**src/palette_indexer_ntsc_composite_defines.svh**
```systemverilog
// Assertion macros shared by the palette indexer RTL.
`ifndef PALETTE_INDEXER_NTSC_COMPOSITE_DEFINES_SVH
`define PALETTE_INDEXER_NTSC_COMPOSITE_DEFINES_SVH

// Same-cycle implication on the local clock/reset.
`define PIC_ASSERT_NOW(name, ante, cons, msg) \
   name: assert property (@(posedge clock) disable iff (reset) (ante) |-> (cons)) \
      else $error(msg);

// Next-cycle implication on the local clock/reset.
`define PIC_ASSERT_NEXT(name, ante, cons, msg) \
   name: assert property (@(posedge clock) disable iff (reset) (ante) |=> (cons)) \
      else $error(msg);

`endif

```
**src/pic_pkg.sv**
```systemverilog
// Types, constants and micro-op tables for the palette indexer.
package pic_pkg;

   // Payloads
   typedef struct packed {
      logic [7:0] red;
      logic [7:0] green;
      logic [7:0] blue;
      logic       first_pixel;
   } req_payload_type;

   typedef struct packed {
      logic [7:0] index;
      logic       is_new;
      logic       full_error;
      logic [7:0] sample0;
      logic [7:0] sample1;
      logic [7:0] sample2;
      logic [7:0] sample3;
   } rsp_payload_type;

   // CSR map
   localparam int CSR_IDX_W = 1;
   localparam logic [CSR_IDX_W-1:0] CSR_BLACK_DAC = 1'd0;
   localparam logic [CSR_IDX_W-1:0] CSR_MAX_DAC   = 1'd1;
   localparam logic [7:0] BLACK_DAC_RESET = 8'd70;
   localparam logic [7:0] MAX_DAC_RESET   = 8'd255;

   // Q14 arithmetic
   localparam int DATA_W = 18;
   localparam int PROD_W = 36;
   localparam int ACC_W  = 40;

   localparam logic signed [DATA_W-1:0] K_YR   = 18'sd4915;
   localparam logic signed [DATA_W-1:0] K_YG   = 18'sd9667;
   localparam logic signed [DATA_W-1:0] K_YB   = 18'sd1802;
   localparam logic signed [DATA_W-1:0] K_IB   = -18'sd4424;
   localparam logic signed [DATA_W-1:0] K_IR   = 18'sd12124;
   localparam logic signed [DATA_W-1:0] K_QB   = 18'sd6717;
   localparam logic signed [DATA_W-1:0] K_QR   = 18'sd7864;
   localparam logic signed [DATA_W-1:0] K_SIN  = 18'sd8923;
   localparam logic signed [DATA_W-1:0] K_COS  = 18'sd13741;
   localparam logic signed [DATA_W-1:0] K_NSIN = -18'sd8923;
   localparam logic signed [DATA_W-1:0] K_NCOS = -18'sd13741;
   localparam logic signed [DATA_W-1:0] Q_ONE  = 18'sd16384;
   localparam logic signed [DATA_W-1:0] Q_NEG_ONE = -18'sd16384;

   // 8-bit component to Q14, round(v * 16384 / 255), built at elaboration
   typedef logic [14:0] q14_tab_type [256];

   function automatic q14_tab_type q14_build();
      q14_tab_type t;
      for (int v = 0; v < 256; v++) begin
         t[v] = 15'((v * 32768 + 255) / 510);
      end
      return t;
   endfunction

   localparam q14_tab_type Q14_TAB = q14_build();

   // Controller states
   typedef enum logic [2:0] {
      ST_IDLE,
      ST_SCAN,
      ST_YIQ,
      ST_PHASE,
      ST_DONE
   } ctrl_state_type;

   // Micro-op fields for the shared multiply-accumulate
   typedef enum logic [1:0] {
      MAC_NONE,
      MAC_LOAD,
      MAC_ACC,
      MAC_BIAS
   } mac_op_type;

   typedef enum logic [2:0] {
      A_RQ,
      A_GQ,
      A_BQ,
      A_DR,
      A_DB,
      A_I,
      A_Q,
      A_SIG
   } a_sel_type;

   typedef enum logic [3:0] {
      B_YR,
      B_YG,
      B_YB,
      B_IB,
      B_IR,
      B_QB,
      B_QR,
      B_SIN,
      B_COS,
      B_NSIN,
      B_NCOS,
      B_DIFF
   } b_sel_type;

   typedef enum logic [2:0] {
      WR_NONE,
      WR_Y,
      WR_I,
      WR_Q,
      WR_SIG,
      WR_SMP
   } wr_op_type;

   typedef struct packed {
      mac_op_type mac;
      a_sel_type  asel;
      b_sel_type  bsel;
      wr_op_type  wr;
      logic [1:0] lane;
   } uop_type;

   localparam uop_type UOP_NOP = '{mac: MAC_NONE, asel: A_RQ, bsel: B_YR,
                                   wr: WR_NONE, lane: 2'd0};

   localparam logic [3:0] YIQ_LAST = 4'd8;
   localparam logic [2:0] SUB_LAST = 3'd4;
   localparam logic [1:0] PHASE_LAST = 2'd3;

   function automatic uop_type mk_uop(mac_op_type mac, a_sel_type asel,
                                      b_sel_type bsel, wr_op_type wr,
                                      logic [1:0] lane);
      uop_type u;
      u.mac  = mac;
      u.asel = asel;
      u.bsel = bsel;
      u.wr   = wr;
      u.lane = lane;
      return u;
   endfunction

   // Y, then I and Q from (B-Y), (R-Y)
   function automatic uop_type yiq_uop(logic [3:0] step);
      uop_type u;
      unique case (step)
         4'd0:    u = mk_uop(MAC_LOAD, A_RQ, B_YR, WR_NONE, 2'd0);
         4'd1:    u = mk_uop(MAC_ACC,  A_GQ, B_YG, WR_NONE, 2'd0);
         4'd2:    u = mk_uop(MAC_ACC,  A_BQ, B_YB, WR_NONE, 2'd0);
         4'd3:    u = mk_uop(MAC_NONE, A_RQ, B_YR, WR_Y,    2'd0);
         4'd4:    u = mk_uop(MAC_LOAD, A_DB, B_IB, WR_NONE, 2'd0);
         4'd5:    u = mk_uop(MAC_ACC,  A_DR, B_IR, WR_NONE, 2'd0);
         4'd6:    u = mk_uop(MAC_LOAD, A_DB, B_QB, WR_I,    2'd0);
         4'd7:    u = mk_uop(MAC_ACC,  A_DR, B_QR, WR_NONE, 2'd0);
         4'd8:    u = mk_uop(MAC_NONE, A_RQ, B_YR, WR_Q,    2'd0);
         default: u = UOP_NOP;
      endcase
      return u;
   endfunction

   // One subcarrier phase: Q*sn + I*cs, clamp, scale, saturate
   function automatic uop_type phase_uop(logic [1:0] phase, logic [2:0] sub);
      uop_type   u;
      b_sel_type sn;
      b_sel_type cs;
      unique case (phase)
         2'd0: begin sn = B_SIN;  cs = B_COS;  end
         2'd1: begin sn = B_COS;  cs = B_NSIN; end
         2'd2: begin sn = B_NSIN; cs = B_NCOS; end
         2'd3: begin sn = B_NCOS; cs = B_SIN;  end
      endcase
      unique case (sub)
         3'd0:    u = mk_uop(MAC_LOAD, A_Q,   sn,     WR_NONE, phase);
         3'd1:    u = mk_uop(MAC_ACC,  A_I,   cs,     WR_NONE, phase);
         3'd2:    u = mk_uop(MAC_NONE, A_RQ,  B_YR,   WR_SIG,  phase);
         3'd3:    u = mk_uop(MAC_BIAS, A_SIG, B_DIFF, WR_NONE, phase);
         3'd4:    u = mk_uop(MAC_NONE, A_RQ,  B_YR,   WR_SMP,  phase);
         default: u = UOP_NOP;
      endcase
      return u;
   endfunction

   // Controller to datapath
   typedef struct packed {
      logic    start;
      logic    scan;
      logic    take_hit;
      logic    miss;
      logic    load_rsp;
      uop_type uop;
   } dp_cmd_type;

   // Datapath to controller
   typedef struct packed {
      logic hit;
      logic scan_end;
      logic full;
   } dp_status_type;

endpackage

```
**src/pic_ctrl.sv**
```systemverilog
// Controller: sequences accept, palette scan, YIQ/phase micro-ops and result load.
`include "palette_indexer_ntsc_composite_defines.svh"

module pic_ctrl (
   input  logic                   clock,
   input  logic                   reset,
   input  logic                   req_valid,
   output logic                   req_ready,
   output logic                   rsp_valid,
   input  logic                   rsp_ready,
   output pic_pkg::dp_cmd_type    cmd,
   input  pic_pkg::dp_status_type status
);

   pic_pkg::ctrl_state_type state_ff, state_in;
   logic [3:0] step_ff, step_in;
   logic [1:0] phase_ff, phase_in;
   logic [2:0] sub_ff, sub_in;
   logic       rsp_valid_ff, rsp_valid_in;

   always_ff @(posedge clock) begin
      if (reset) begin
         state_ff     <= pic_pkg::ST_IDLE;
         step_ff      <= '0;
         phase_ff     <= '0;
         sub_ff       <= '0;
         rsp_valid_ff <= 1'b0;
      end else begin
         state_ff     <= state_in;
         step_ff      <= step_in;
         phase_ff     <= phase_in;
         sub_ff       <= sub_in;
         rsp_valid_ff <= rsp_valid_in;
      end
   end

   always_comb begin
      state_in     = state_ff;
      step_in      = step_ff;
      phase_in     = phase_ff;
      sub_in       = sub_ff;
      cmd          = '0;
      cmd.uop      = pic_pkg::UOP_NOP;
      req_ready    = 1'b0;
      rsp_valid_in = rsp_valid_ff && !rsp_ready;

      unique case (state_ff)
         pic_pkg::ST_IDLE: begin
            req_ready = 1'b1;
            if (req_valid) begin
               cmd.start = 1'b1;
               state_in  = pic_pkg::ST_SCAN;
            end
         end
         pic_pkg::ST_SCAN: begin
            cmd.scan = 1'b1;
            priority if (status.hit) begin
               cmd.take_hit = 1'b1;
               state_in     = pic_pkg::ST_DONE;
            end else if (status.scan_end) begin
               cmd.miss = 1'b1;
               step_in  = '0;
               state_in = status.full ? pic_pkg::ST_DONE : pic_pkg::ST_YIQ;
            end else begin
               state_in = pic_pkg::ST_SCAN;
            end
         end
         pic_pkg::ST_YIQ: begin
            cmd.uop = pic_pkg::yiq_uop(step_ff);
            if (step_ff == pic_pkg::YIQ_LAST) begin
               phase_in = '0;
               sub_in   = '0;
               state_in = pic_pkg::ST_PHASE;
            end else begin
               step_in = step_ff + 4'd1;
            end
         end
         pic_pkg::ST_PHASE: begin
            cmd.uop = pic_pkg::phase_uop(phase_ff, sub_ff);
            if (sub_ff == pic_pkg::SUB_LAST) begin
               sub_in   = '0;
               phase_in = phase_ff + 2'd1;
               if (phase_ff == pic_pkg::PHASE_LAST) begin
                  state_in = pic_pkg::ST_DONE;
               end
            end else begin
               sub_in = sub_ff + 3'd1;
            end
         end
         pic_pkg::ST_DONE: begin
            if (!rsp_valid_ff || rsp_ready) begin
               cmd.load_rsp = 1'b1;
               rsp_valid_in = 1'b1;
               state_in     = pic_pkg::ST_IDLE;
            end
         end
         default: begin
            state_in = pic_pkg::ST_IDLE;
         end
      endcase
   end

   assign rsp_valid = rsp_valid_ff;

   `PIC_ASSERT_NEXT(a_accept_scan, state_ff == pic_pkg::ST_IDLE && req_valid, state_ff == pic_pkg::ST_SCAN, "accepted beat did not start a scan")
   `PIC_ASSERT_NOW(a_load_free, cmd.load_rsp, !rsp_valid_ff || rsp_ready, "result loaded over an untaken beat")
   `PIC_ASSERT_NOW(a_sub_range, state_ff == pic_pkg::ST_PHASE, sub_ff <= pic_pkg::SUB_LAST, "phase sub-step out of range")

endmodule

```
**config.mk**
```make
export PLATFORM = sky130hd
export DESIGN_NAME = pic_ctrl
export DESIGN_NICKNAME = d
export VERILOG_FILES = /design/src/pic_pkg.sv /design/src/pic_ctrl.sv
export VERILOG_INCLUDE_DIRS = /design/src /design/src/src
export SDC_FILE = /design/constraint.sdc
export NUM_CORES = 1
export LEC_CHECK = 0
export ABC_AREA = 1
export BUFFER_PORTS_ARGS = -buffer_cell sky130_fd_sc_hd__buf_4
export CAP_MARGIN = 20
export CORE_ASPECT_RATIO = 0.8
export CORE_MARGIN = 3
export CORE_UTILIZATION = 50
export DETAILED_ROUTE_END_ITERATION = 16
export PLACE_DENSITY = 0.78
export SKIP_LAST_GASP = 1
export SLEW_MARGIN = 15
export SYNTH_ARGS = -nofsm -noshare
export SYNTH_HDL_FRONTEND = slang
export SYNTH_SLANG_ARGS = --single-unit
```
**constraint.sdc**
```tcl
create_clock -name clock -period 1.6 [get_ports clock]
set_input_delay 0.4 -clock clock [delete_from_list [all_inputs] [get_ports clock]]
set_output_delay 0.4 -clock clock [all_outputs]
set_load 0.005 [all_outputs]
```
==> results.cfg, run 1 <==
[outcome]
status = aborted with a tool error
stop_stage = global routing (5_1_grt)
error = [ERROR DPL-0038] Utilization greater than 100%, impossible to legalize

[logic_synthesis]
async_flop_share_pct = 0
synth_seq_cells = 23
postSynthAreaPerCell_um2 = 6.96
syn_inst = 220
ys_types = 27
synthesis.area_um2 = 1530
yosysMostFrequentCell = nand2_1
synth_seq_area_share_pct = 30.1
synth_top_cell_by_area = dfxtp_1
synth_top_area_share_pct = 30.1
synth-edff-count = 0
syn_nets = 243
yosys_warnings = 0
synth_area_leaders = dfxtp_1 (30%), ha_1 (13%), nand2_1 (13%)
synth_ff_type = dfxtp_1
synth.top_cells.by_count = nand2_1 (51), inv_1 (34), dfxtp_1 (23)

[floorplanning]
initial_core_util_pct = 53.7
row_count = 17
io_pins = 28
die_w_um = 67.9
die_h_um = 55.5

[grt]
grt_max_degree = 15

[clocking]
root_buffer = clkbuf_8
hold_buffers = 0
cts.path.max_buffers = 2
cts-htree-levels = 1
cts_buffers = 3
cts.sinks = 23

[placed_design]
port_buffers = 27
place_inst = 321
hpwl_um = 2930
place.gp.congestion = 0.959

[timing]
grt_worst_setup_endpoint = cmd[9]
worstEpCategory = output port
## metrics by stage
step                instance area (um2)  hold WS (ns)  worst slack (ns)
CTS                                2360         0.419            -0.362
floorplan                          1540         0.432           0.00136
global placement                   2070         0.487            -0.140
detailed placement                 2070         0.506            -0.213
## kinds of logic after synthesis
family | count (synthesis) | share of synthesized area [%]
AND/OR/NAND/NOR | 103 | 33.3
AO/OA/AOI/OAI | 37 | 13.5
buffers and inverters | 41 | 10.1
adder cells (fa/ha/maj) | 16 | 13.1
flip-flops | 23 | 30.1
## repair_timing
action                                  CTS
buffers inserted                          9
endpoints found under the setup margin   23
resized for setup                        55
pin swaps                                16
cloned                                    0
==> run 2: changes to the inputs <==
Settings changed: CORE_ASPECT_RATIO 0.8 to default, CORE_UTILIZATION 50 to 40, PLACE_DENSITY 0.78 to default, PLACE_DENSITY_LB_ADDON from default to 0.15.
Clock period 1.6 ns to 2.1 ns, I/O delays scaled along.
==> run 2 against run 1 <==
The run now ends clean. Synthesized area unchanged. Synthesized cell count did not move.
==> results.cfg, run 2 <==
[logic_synthesis]
synth_area_leaders = dfxtp_1 (30%), ha_1 (13%), nand2_1 (13%)
synth_seq_area_share_pct = 30.1
syn_inst = 220
synth_top_cell_by_area = dfxtp_1
synth.top_cells.by_count = nand2_1 (51), inv_1 (34), dfxtp_1 (23)
synth_seq_cells = 23
syn_nets = 243
synth-edff-count = 0
synth_top_area_share_pct = 30.1
yosys_warnings = 0
async_flop_share_pct = 0
yosysMostFrequentCell = nand2_1
synth_ff_type = dfxtp_1
synthesis.area_um2 = 1530
postSynthAreaPerCell_um2 = 6.96
ys_types = 27

[finish]
mostFrequentLayoutCells = nand2_1 (45), buf_4 (36), inv_1 (26), a21oi_1 (19), nand3_1 (16)
finalNetCount = 282
ff_latch_area_um2 = 482
fillers = 351
final_common_cell = nand2_1
syn_to_final_growth_pct = 33.8
drive_gt1_share_pct = 36.8
multi_input_area_um2 = 1040
antenna_cells = 0

[timing]
post-route-period-util_pct = 98.7
tns_ns = 0
hold_slack_ns = 0.505
fmax_ghz = 0.482
slew_violations = 0
finalSetupViolCount = 0
worst_pin_slew_ns = 0.262
fin_crit_ns = 2.07
hold_viol_final = 0
grt_setup_unrepaired = yes
fin_worst_skew_ns = 0.00546
maxSlewHeadroom_pct = 82.5

[setup_path]
worstSetupPathType = flop to primary output
crit_path_max_incr_delay_ns = 0.39
worst_setup_path_end_kind = primary output
reg2reg_depth = 14
path_cells = inv_4, ha_4, nand2_4, nand2_2, inv_2, nand2_2, nand2_4, inv_4, a22o_1, buf_4
startpoint_type = flop
worstPathArrival_ns = 1.55
r2r-start = step_ff[0]
critical_path.startpoint = sub_ff[1]
crit_slowest_cell = dfxtp_4
path_max_fanout = 5
r2r_slack_ns = 0.29
critPathRequiredTime_ns = 1.57

[worst_hold_path]
hold_depth = 2
min_to = state_ff[1]
hold_path.class = flop to flop
min-delay-start = state_ff[1]

[pwr]
leakagePower_nw = 0.994
power_density_nw_per_um2 = 465
vdd_drop_max_v = 0.000344

[floorplanning]
core_um2 = 3520
die_w_um = 67.9
die-area_um2 = 4610
initial_core_util_pct = 43.5
die_h_um = 67.9
row_count = 21
io_pins = 28

[routing]
firstDrtPassIters = 4
final_antenna_net_count = 0
drt-wirelength-per-cell_um = 11.4
drt-initial-drc-count = 98
drc = 0
via_count = 1464
totalWireLength_um = 3470
vias_per_cell = 4.82

[clocking]
cts.path.max_buffers = 2
cts_tree = yes
clock_latency_ns = 0.27
path_clk_slew_ns = 0.08
cts_buffers = 3
cts.sinks = 23
cts-htree-levels = 1
root_buffer = clkbuf_8

[placed_design]
port_buffers = 27
place.gp.congestion = 0.831
hpwl_um = 2610

[grt]
grt_use_total_pct = 16.2
grt_pass1_wl_um = 5730
grt_max_degree = 15
antenna_found_initial = 0
grt_pass1_vias = 1343
overflow = 0

[flow_run]
drv_cap = 0

[outcome]
status = finished, final reports clean
## run 2: cell counts after synthesis
Identical to the previous run, type by type.
## run 2: power breakdown
part | internal, mW | switching, mW | leakage (nW) | total (mW)
Combinational | 0.0809 | 0.113 | 0.781 | 0.194
Sequential | 0.457 | 0.0176 | 0.192 | 0.475
Clock | 0.134 | 0.150 | 0.0217 | 0.284
## run 2: cell families (layout without fill, tap and decap cells)
group	count (synthesis)	after routing	synth area share, %
adder cells (fa/ha/maj)	16	16	13.1
AO/OA/AOI/OAI	37	37	13.5
buffers and inverters	41	79	10.1
flip-flops	23	23	30.1
AND/OR/NAND/NOR	103	103	33.3
## run 2: per-stage QoR
step	power, mW	instances	instance area, um2	setup slack, ns	utilization, %
finish	0.953	304	2050	0.0271	58.2
global route	1.01	304	2050	-0.0859	58.2
CTS	0.964	304	1940	-0.00482	55.2
detailed placement	0.677	296	1820	0.0499	51.7
global placement	0.677	296	1820	0.0980	51.7
floorplan	0.609	220	1530	0.324	-
## run 2: worst max-delay path: cells and delay by family (launching register included)
family | cells | cell delay [ns]
adder cells (fa/ha/maj) | 1 | 0.16
AO/OA/AOI/OAI | 1 | 0.20
AND/OR/NAND/NOR | 4 | 0.24
buffers and inverters | 4 | 0.28
flip-flops | 1 | 0.39
## run 2: per-layer routing
| layer | GRT usage (%) | routed length, um | up-vias |
|---|---|---|---|
| li1 | - | - | 779 |
| met1 | 20.0 | 1650 | 653 |
| met2 | 27.9 | 1670 | 28 |
| met3 | 3.94 | 132 | 4 |
| met4 | 4.47 | 28 | 0 |
| met5 | 0 | 0 | - |
## run 2: how the worst max path moves through the flow
stage / endpoint / cells after the start
after floorplan: cmd[11] / 10
after global placement: cmd[11] / 11
after detailed placement: cmd[11] / 11
after CTS: cmd[12] / 11
after global routing: cmd[5] / 7
final: cmd[5] / 10
## run 2: timing repair
item                                    4_1_cts  5_1_grt
hold endpoints to repair                      0        0
pin swaps                                     4       10
gates resized for setup                      24       32
hold buffers                                  0        0
endpoints found under the setup margin       11       14
setup buffers                                 4        0
## run 2: final cells by class
cell class              instances  share of cell area, %
multi-input cells             156                   50.6
flip-flops and latches         23                   23.5
repair buffers                 36                   13.2
inverters                      39                   7.51
well taps                      46                   2.81
clock buffers                   3                   2.01
clock inverters                 1                  0.366
Note: power is estimated with default switching activity, not from simulation.
==> run 3: changes to the inputs <==
Settings changed: PLACE_DENSITY from default to 0.6, PLACE_DENSITY_LB_ADDON 0.15 to default.
==> run 3 against run 2 <==
The run now ends with setup timing left. Critical endpoint unchanged. Fmax down 1.4%. Combinational power about the same. Die area unchanged. Sequential share of layout area down 0.55 points. Clock power down 8.8%. Cell count up 0.33%. Core utilization up 0.46 points. Worst setup slack worse by 0.029 ns. Critical path depth unchanged.
==> results.cfg, run 3 (same netlist as run 2, synthesis figures left out) <==
[finish]
multi_input_area_um2 = 1050
finalNetCount = 283
fin_cells = 305
fillers = 355
final_common_cell = nand2_1
drive_gt1_share_pct = 37.1
mostFrequentLayoutCells = nand2_1 (44), buf_4 (35), inv_1 (26), a21oi_1 (19)
syn_to_final_growth_pct = 34.9
ff_latch_area_um2 = 474
antenna_cells = 0

[routing]
drt-initial-drc-count = 75
final_antenna_net_count = 0
drt-wirelength-per-cell_um = 11.4
firstDrtPassIters = 4
drc = 0
vias_per_cell = 4.88
totalWireLength_um = 3480
via_count = 1487

[clocking]
cts.path.max_buffers = 2
path_clk_slew_ns = 0.07
cts-htree-levels = 1
root_buffer = clkbuf_8
clock_latency_ns = 0.25
hold_buffers = 0
cts_tree = yes
cts.sinks = 23
cts_buffers = 3

[floorplanning]
initial_core_util_pct = 43.5
die_w_um = 67.9
die-area_um2 = 4610
die_h_um = 67.9
row_count = 21
io_pins = 28
core_um2 = 3520

[timing]
maxSlewHeadroom_pct = 81.6
fin_worst_skew_ns = 0.00348
finalSetupViolCount = 1
fmax_ghz = 0.476
hold_slack_ns = 0.504
slew_violations = 0
post-route-period-util_pct = 100
hold_viol_final = 0
fin_crit_ns = 2.10
setup_ws_ns = -0.00158
grt_setup_unrepaired = yes
worst_pin_slew_ns = 0.274

[grt]
grt_use_total_pct = 15.9
overflow = 0
antenna_found_initial = 0
grtUsageMet3_pct = 1.97
grt_use_met2_pct = 26.5
grt_use_met1_pct = 21.6
grt_max_degree = 13
grt.busiest_layer = met2
grt_pass1_vias = 1329
grt_pass1_wl_um = 5740

[pwr]
power_density_nw_per_um2 = 451
vdd_drop_max_v = 0.000274
leakagePower_nw = 0.999

[placed_design]
place.gp.congestion = 0.840
hpwl_um = 2630
port_buffers = 27
place_inst = 296

[setup_path]
r2r_slack_ns = 0.28
crit_slowest_cell = dfxtp_4
r2r-start = step_ff[0]
crit_family = flip-flops
reg2reg_depth = 11
worst_setup_path_end_kind = primary output
startpoint_type = flop
worstPathArrival_ns = 1.58
crit_path_max_incr_delay_ns = 0.39
path_max_fanout = 5
critPathRequiredTime_ns = 1.57
worstSetupPathType = flop to primary output
cpMostUsedCell = nand2_2
cp_num_buf_inv = 4
path_cells = inv_4, ha_4, nand2_2, nand2_2, inv_2, nand2_2, nand2_2, inv_4, a22o_1, buf_4

[worst_hold_path]
min-delay-start = state_ff[1]
hold_path.class = flop to flop
hold_depth = 2
min_to = state_ff[1]

[flow_run]
drv_cap = 0

[outcome]
status = finished with violations
violations = setup timing
-- run 3: cell count changes in the layout (fill, tap and decap cells not counted), sizes merged --
cell      change
buf           +1
clkinvlp      -1
clkbuf        +1
-- run 3: final cells by class --
cell class | instances | area share, %
Multi-Input combinational cell | 156 | 50.8
Sequential cell | 23 | 23.0
Timing Repair Buffer | 37 | 13.8
Inverter | 39 | 7.45
Tap cell | 46 | 2.79
Clock buffer | 4 | 2.18
-- run 3: repair_timing --
item / 4_1_cts / 5_1_grt
setup buffers: 2 / 3
setup endpoints to repair: 9 / 15
hold endpoints to repair: 0 / 0
resized for setup: 17 / 38
pin swaps: 3 / 9
-- run 3: how the worst max path moves through the flow --
stage / startpoint / to / slack (ns) / depth (start not counted)
2_1_floorplan: sub_ff[0] / cmd[11] / 0.32 / 10
3_3_place_gp: sub_ff[0] / cmd[11] / 0.1 / 11
3_5_place_dp: sub_ff[0] / cmd[11] / 0.06 / 11
4_1_cts: sub_ff[0] / cmd[10] / -0.002 / 9
5_1_grt: sub_ff[0] / cmd[5] / -0.07 / 10
6_report: sub_ff[0] / cmd[5] / -0.002 / 10
-- run 3: worst min-delay path, stage by stage (launching register included) --
cell and delay (ns):
dfxtp_2 0.35, nand2_1 0.07, a21oi_1 0.05
-- run 3: metal layers --
metal  part of all wire, %  vias to the layer above
met5                     0                        -
met4                  0.49                        0
met3                   3.0                        2
met1                    48                      676
met2                    49                       26
li1                      -                      783
-- run 3: power by group --
| part | switching, mW | leakage [nW] | internal [mW] |
|---|---|---|---|
| combinational | 0.113 | 0.786 | 0.0816 |
| clock | 0.124 | 0.0228 | 0.135 |
| sequential | 0.0173 | 0.190 | 0.460 |
-- run 3: through the flow --
stage | worst slack (ns) | TNS [ns] | util (%) | total power [mW] | cell area (um2)
3_3_place_gp | 0.0950 | 0 | 51.7 | 0.678 | 1820
5_1_grt | -0.0701 | -0.239 | 58.7 | 0.990 | 2070
2_1_floorplan | 0.324 | 0 | - | 0.609 | 1530
4_1_cts | -0.00178 | -0.00178 | 54.0 | 0.941 | 1900
3_5_place_dp | 0.0629 | 0 | 51.7 | 0.677 | 1820
6_report | -0.00158 | -0.00158 | 58.7 | 0.931 | 2070
==> run 4: changes to the inputs <==
Settings changed: CORE_AREA from default to 3 3 64 66, CORE_MARGIN 3 to default, CORE_UTILIZATION 40 to default, DIE_AREA from default to 0 0 67 69, PLACE_DENSITY 0.6 to 0.62, REMOVE_ABC_BUFFERS from default to 1.
==> run 4 against run 3 <==
The flow still finishes with violations (setup timing). Routed wire length increased by 2.0%. Worst hold slack lost 0.00073 ns. Core utilization decreased by 1.2 points. Cell count rose by 1.6%. Non-clock buffer count is 3 higher. Critical path depth is the same. Fmax decreased by 0.98%. Via count up 0.67%.
==> results.cfg, run 4 (same netlist as run 2, synthesis figures left out) <==
[routing]
drc = 0
firstDrtPassIters = 4
totalWireLength_um = 3550
vias_per_cell = 4.83
drt-wirelength-per-cell_um = 11.4
via_count = 1497
drt-initial-drc-count = 80
final_antenna_net_count = 0

[setup_path]
path_cells = inv_4, ha_4, nand2_2, nand2_2, inv_2, nand2_2, nand2_2, inv_4, a22o_1, buf_4
cpMostUsedCell = nand2_2
crit_family = flip-flops
r2r_slack_ns = 0.32
critPathRequiredTime_ns = 1.57
path_max_fanout = 5
cp_num_cells = 10
r2r-start = step_ff[1]
reg2reg_depth = 14
critical_path.startpoint = sub_ff[0]
worst_setup_path_end_kind = primary output
crit_slowest_cell = dfxtp_4
crit_path_max_incr_delay_ns = 0.40
worstSetupPathType = flop to primary output
worstPathArrival_ns = 1.60
startpoint_type = flop
cp_num_buf_inv = 4

[finish]
syn_to_final_growth_pct = 36.4
fin_area_um2 = 2090
finalNetCount = 286
drive_gt1_share_pct = 38.2
mostFrequentLayoutCells = nand2_1 (45), buf_4 (40), inv_1 (26), a21oi_1 (18), nand3_1 (17)
antenna_cells = 0
fillers = 364
final_common_cell = nand2_1

[floorplanning]
io_pins = 28
core_um2 = 3630
row_count = 22
initial_core_util_pct = 42.1
die_h_um = 69
die-area_um2 = 4620
die_w_um = 67

[grt]
antenna_found_initial = 0
grt_pass1_vias = 1374
grt_use_total_pct = 15.5
overflow = 0
grt_max_degree = 15
grt_pass1_wl_um = 5730

[pwr]
leakagePower_nw = 1.01
vdd_drop_max_v = 0.000359
power_density_nw_per_um2 = 454

[worst_hold_path]
hold_depth = 1
min-delay-start = sub_ff[0]
hold_path.class = flop to flop
min_to = sub_ff[0]

[timing]
hold_viol_final = 0
worst_pin_slew_ns = 0.284
post-route-period-util_pct = 101
slew_violations = 0
grt_setup_unrepaired = yes
finalSetupViolCount = 1
fin_worst_skew_ns = 0.00162
fin_crit_ns = 2.12
maxSlewHeadroom_pct = 81.0
tns_ns = -0.0223
setup_ws_ns = -0.0223
fmax_ghz = 0.471

[placed_design]
port_buffers = 27
place.gp.congestion = 0.847
post_dp_cell_area_um2 = 1830
hpwl_um = 2600

[clocking]
cts_buffers = 3
cts.path.max_buffers = 2
root_buffer = clkbuf_8
cts_tree = yes
cts.sinks = 23
cts-htree-levels = 1
clock_latency_ns = 0.26
path_clk_slew_ns = 0.08

[flow_run]
drv_cap = 0

[outcome]
violations = setup timing
status = finished with violations
[run 4: worst max path at each step]
stage	to	slack, ns
6_report	cmd[5]	-0.02
5_1_grt	cmd[5]	-0.11
4_1_cts	cmd[5]	0.004
3_5_place_dp	cmd[11]	0.09
3_3_place_gp	cmd[11]	0.16
2_1_floorplan	cmd[11]	0.32
[run 4: stage by stage]
step | worst slack (ns) | hold slack, ns | total power [mW] | instances | utilization [%]
after floorplan | 0.324 | 0.463 | 0.605 | 218 | -
after global placement | 0.160 | 0.496 | 0.676 | 299 | 50.4
after detailed placement | 0.0904 | 0.498 | 0.676 | 299 | 50.4
after CTS | 0.00433 | 0.473 | 0.959 | 307 | 53.3
after global routing | -0.110 | 0.512 | 1.01 | 310 | 57.5
final | -0.0223 | 0.503 | 0.948 | 310 | 57.5
[run 4: layout make-up]
cell class,count,area [um2],share of cell area [%]
Clock buffer,3,41.3,1.98
Clock inverter,1,7.51,0.359
Inverter,39,160,7.67
Multi-Input combinational cell,156,1040,49.8
Sequential cell,23,479,22.9
Tap cell,48,60.1,2.88
Timing Repair Buffer,40,300,14.4
[run 4: layer usage]
layer  track usage, %  routed length [um]
met1             20.2                1660
met2             24.9                1730
met3             3.75                  99
met4             4.50                  62
met5                0                   0
[run 4: report_power, final]
| group | switching [mW] | internal [mW] | leakage [nW] |
|---|---|---|---|
| Clock | 0.146 | 0.134 | 0.0217 |
| Combinational | 0.112 | 0.0816 | 0.793 |
| Sequential | 0.0175 | 0.457 | 0.191 |
| Total | 0.275 | 0.673 | 1.01 |
[run 4: timing repair]
| item | in CTS | in global routing |
|---|---|---|
| buffers inserted | 4 | 3 |
| pin swaps | 4 | 6 |
| endpoints found under the setup margin | 9 | 15 |
| hold buffers | 0 | 0 |
| gates cloned | 0 | 0 |
| resized for setup | 21 | 35 |
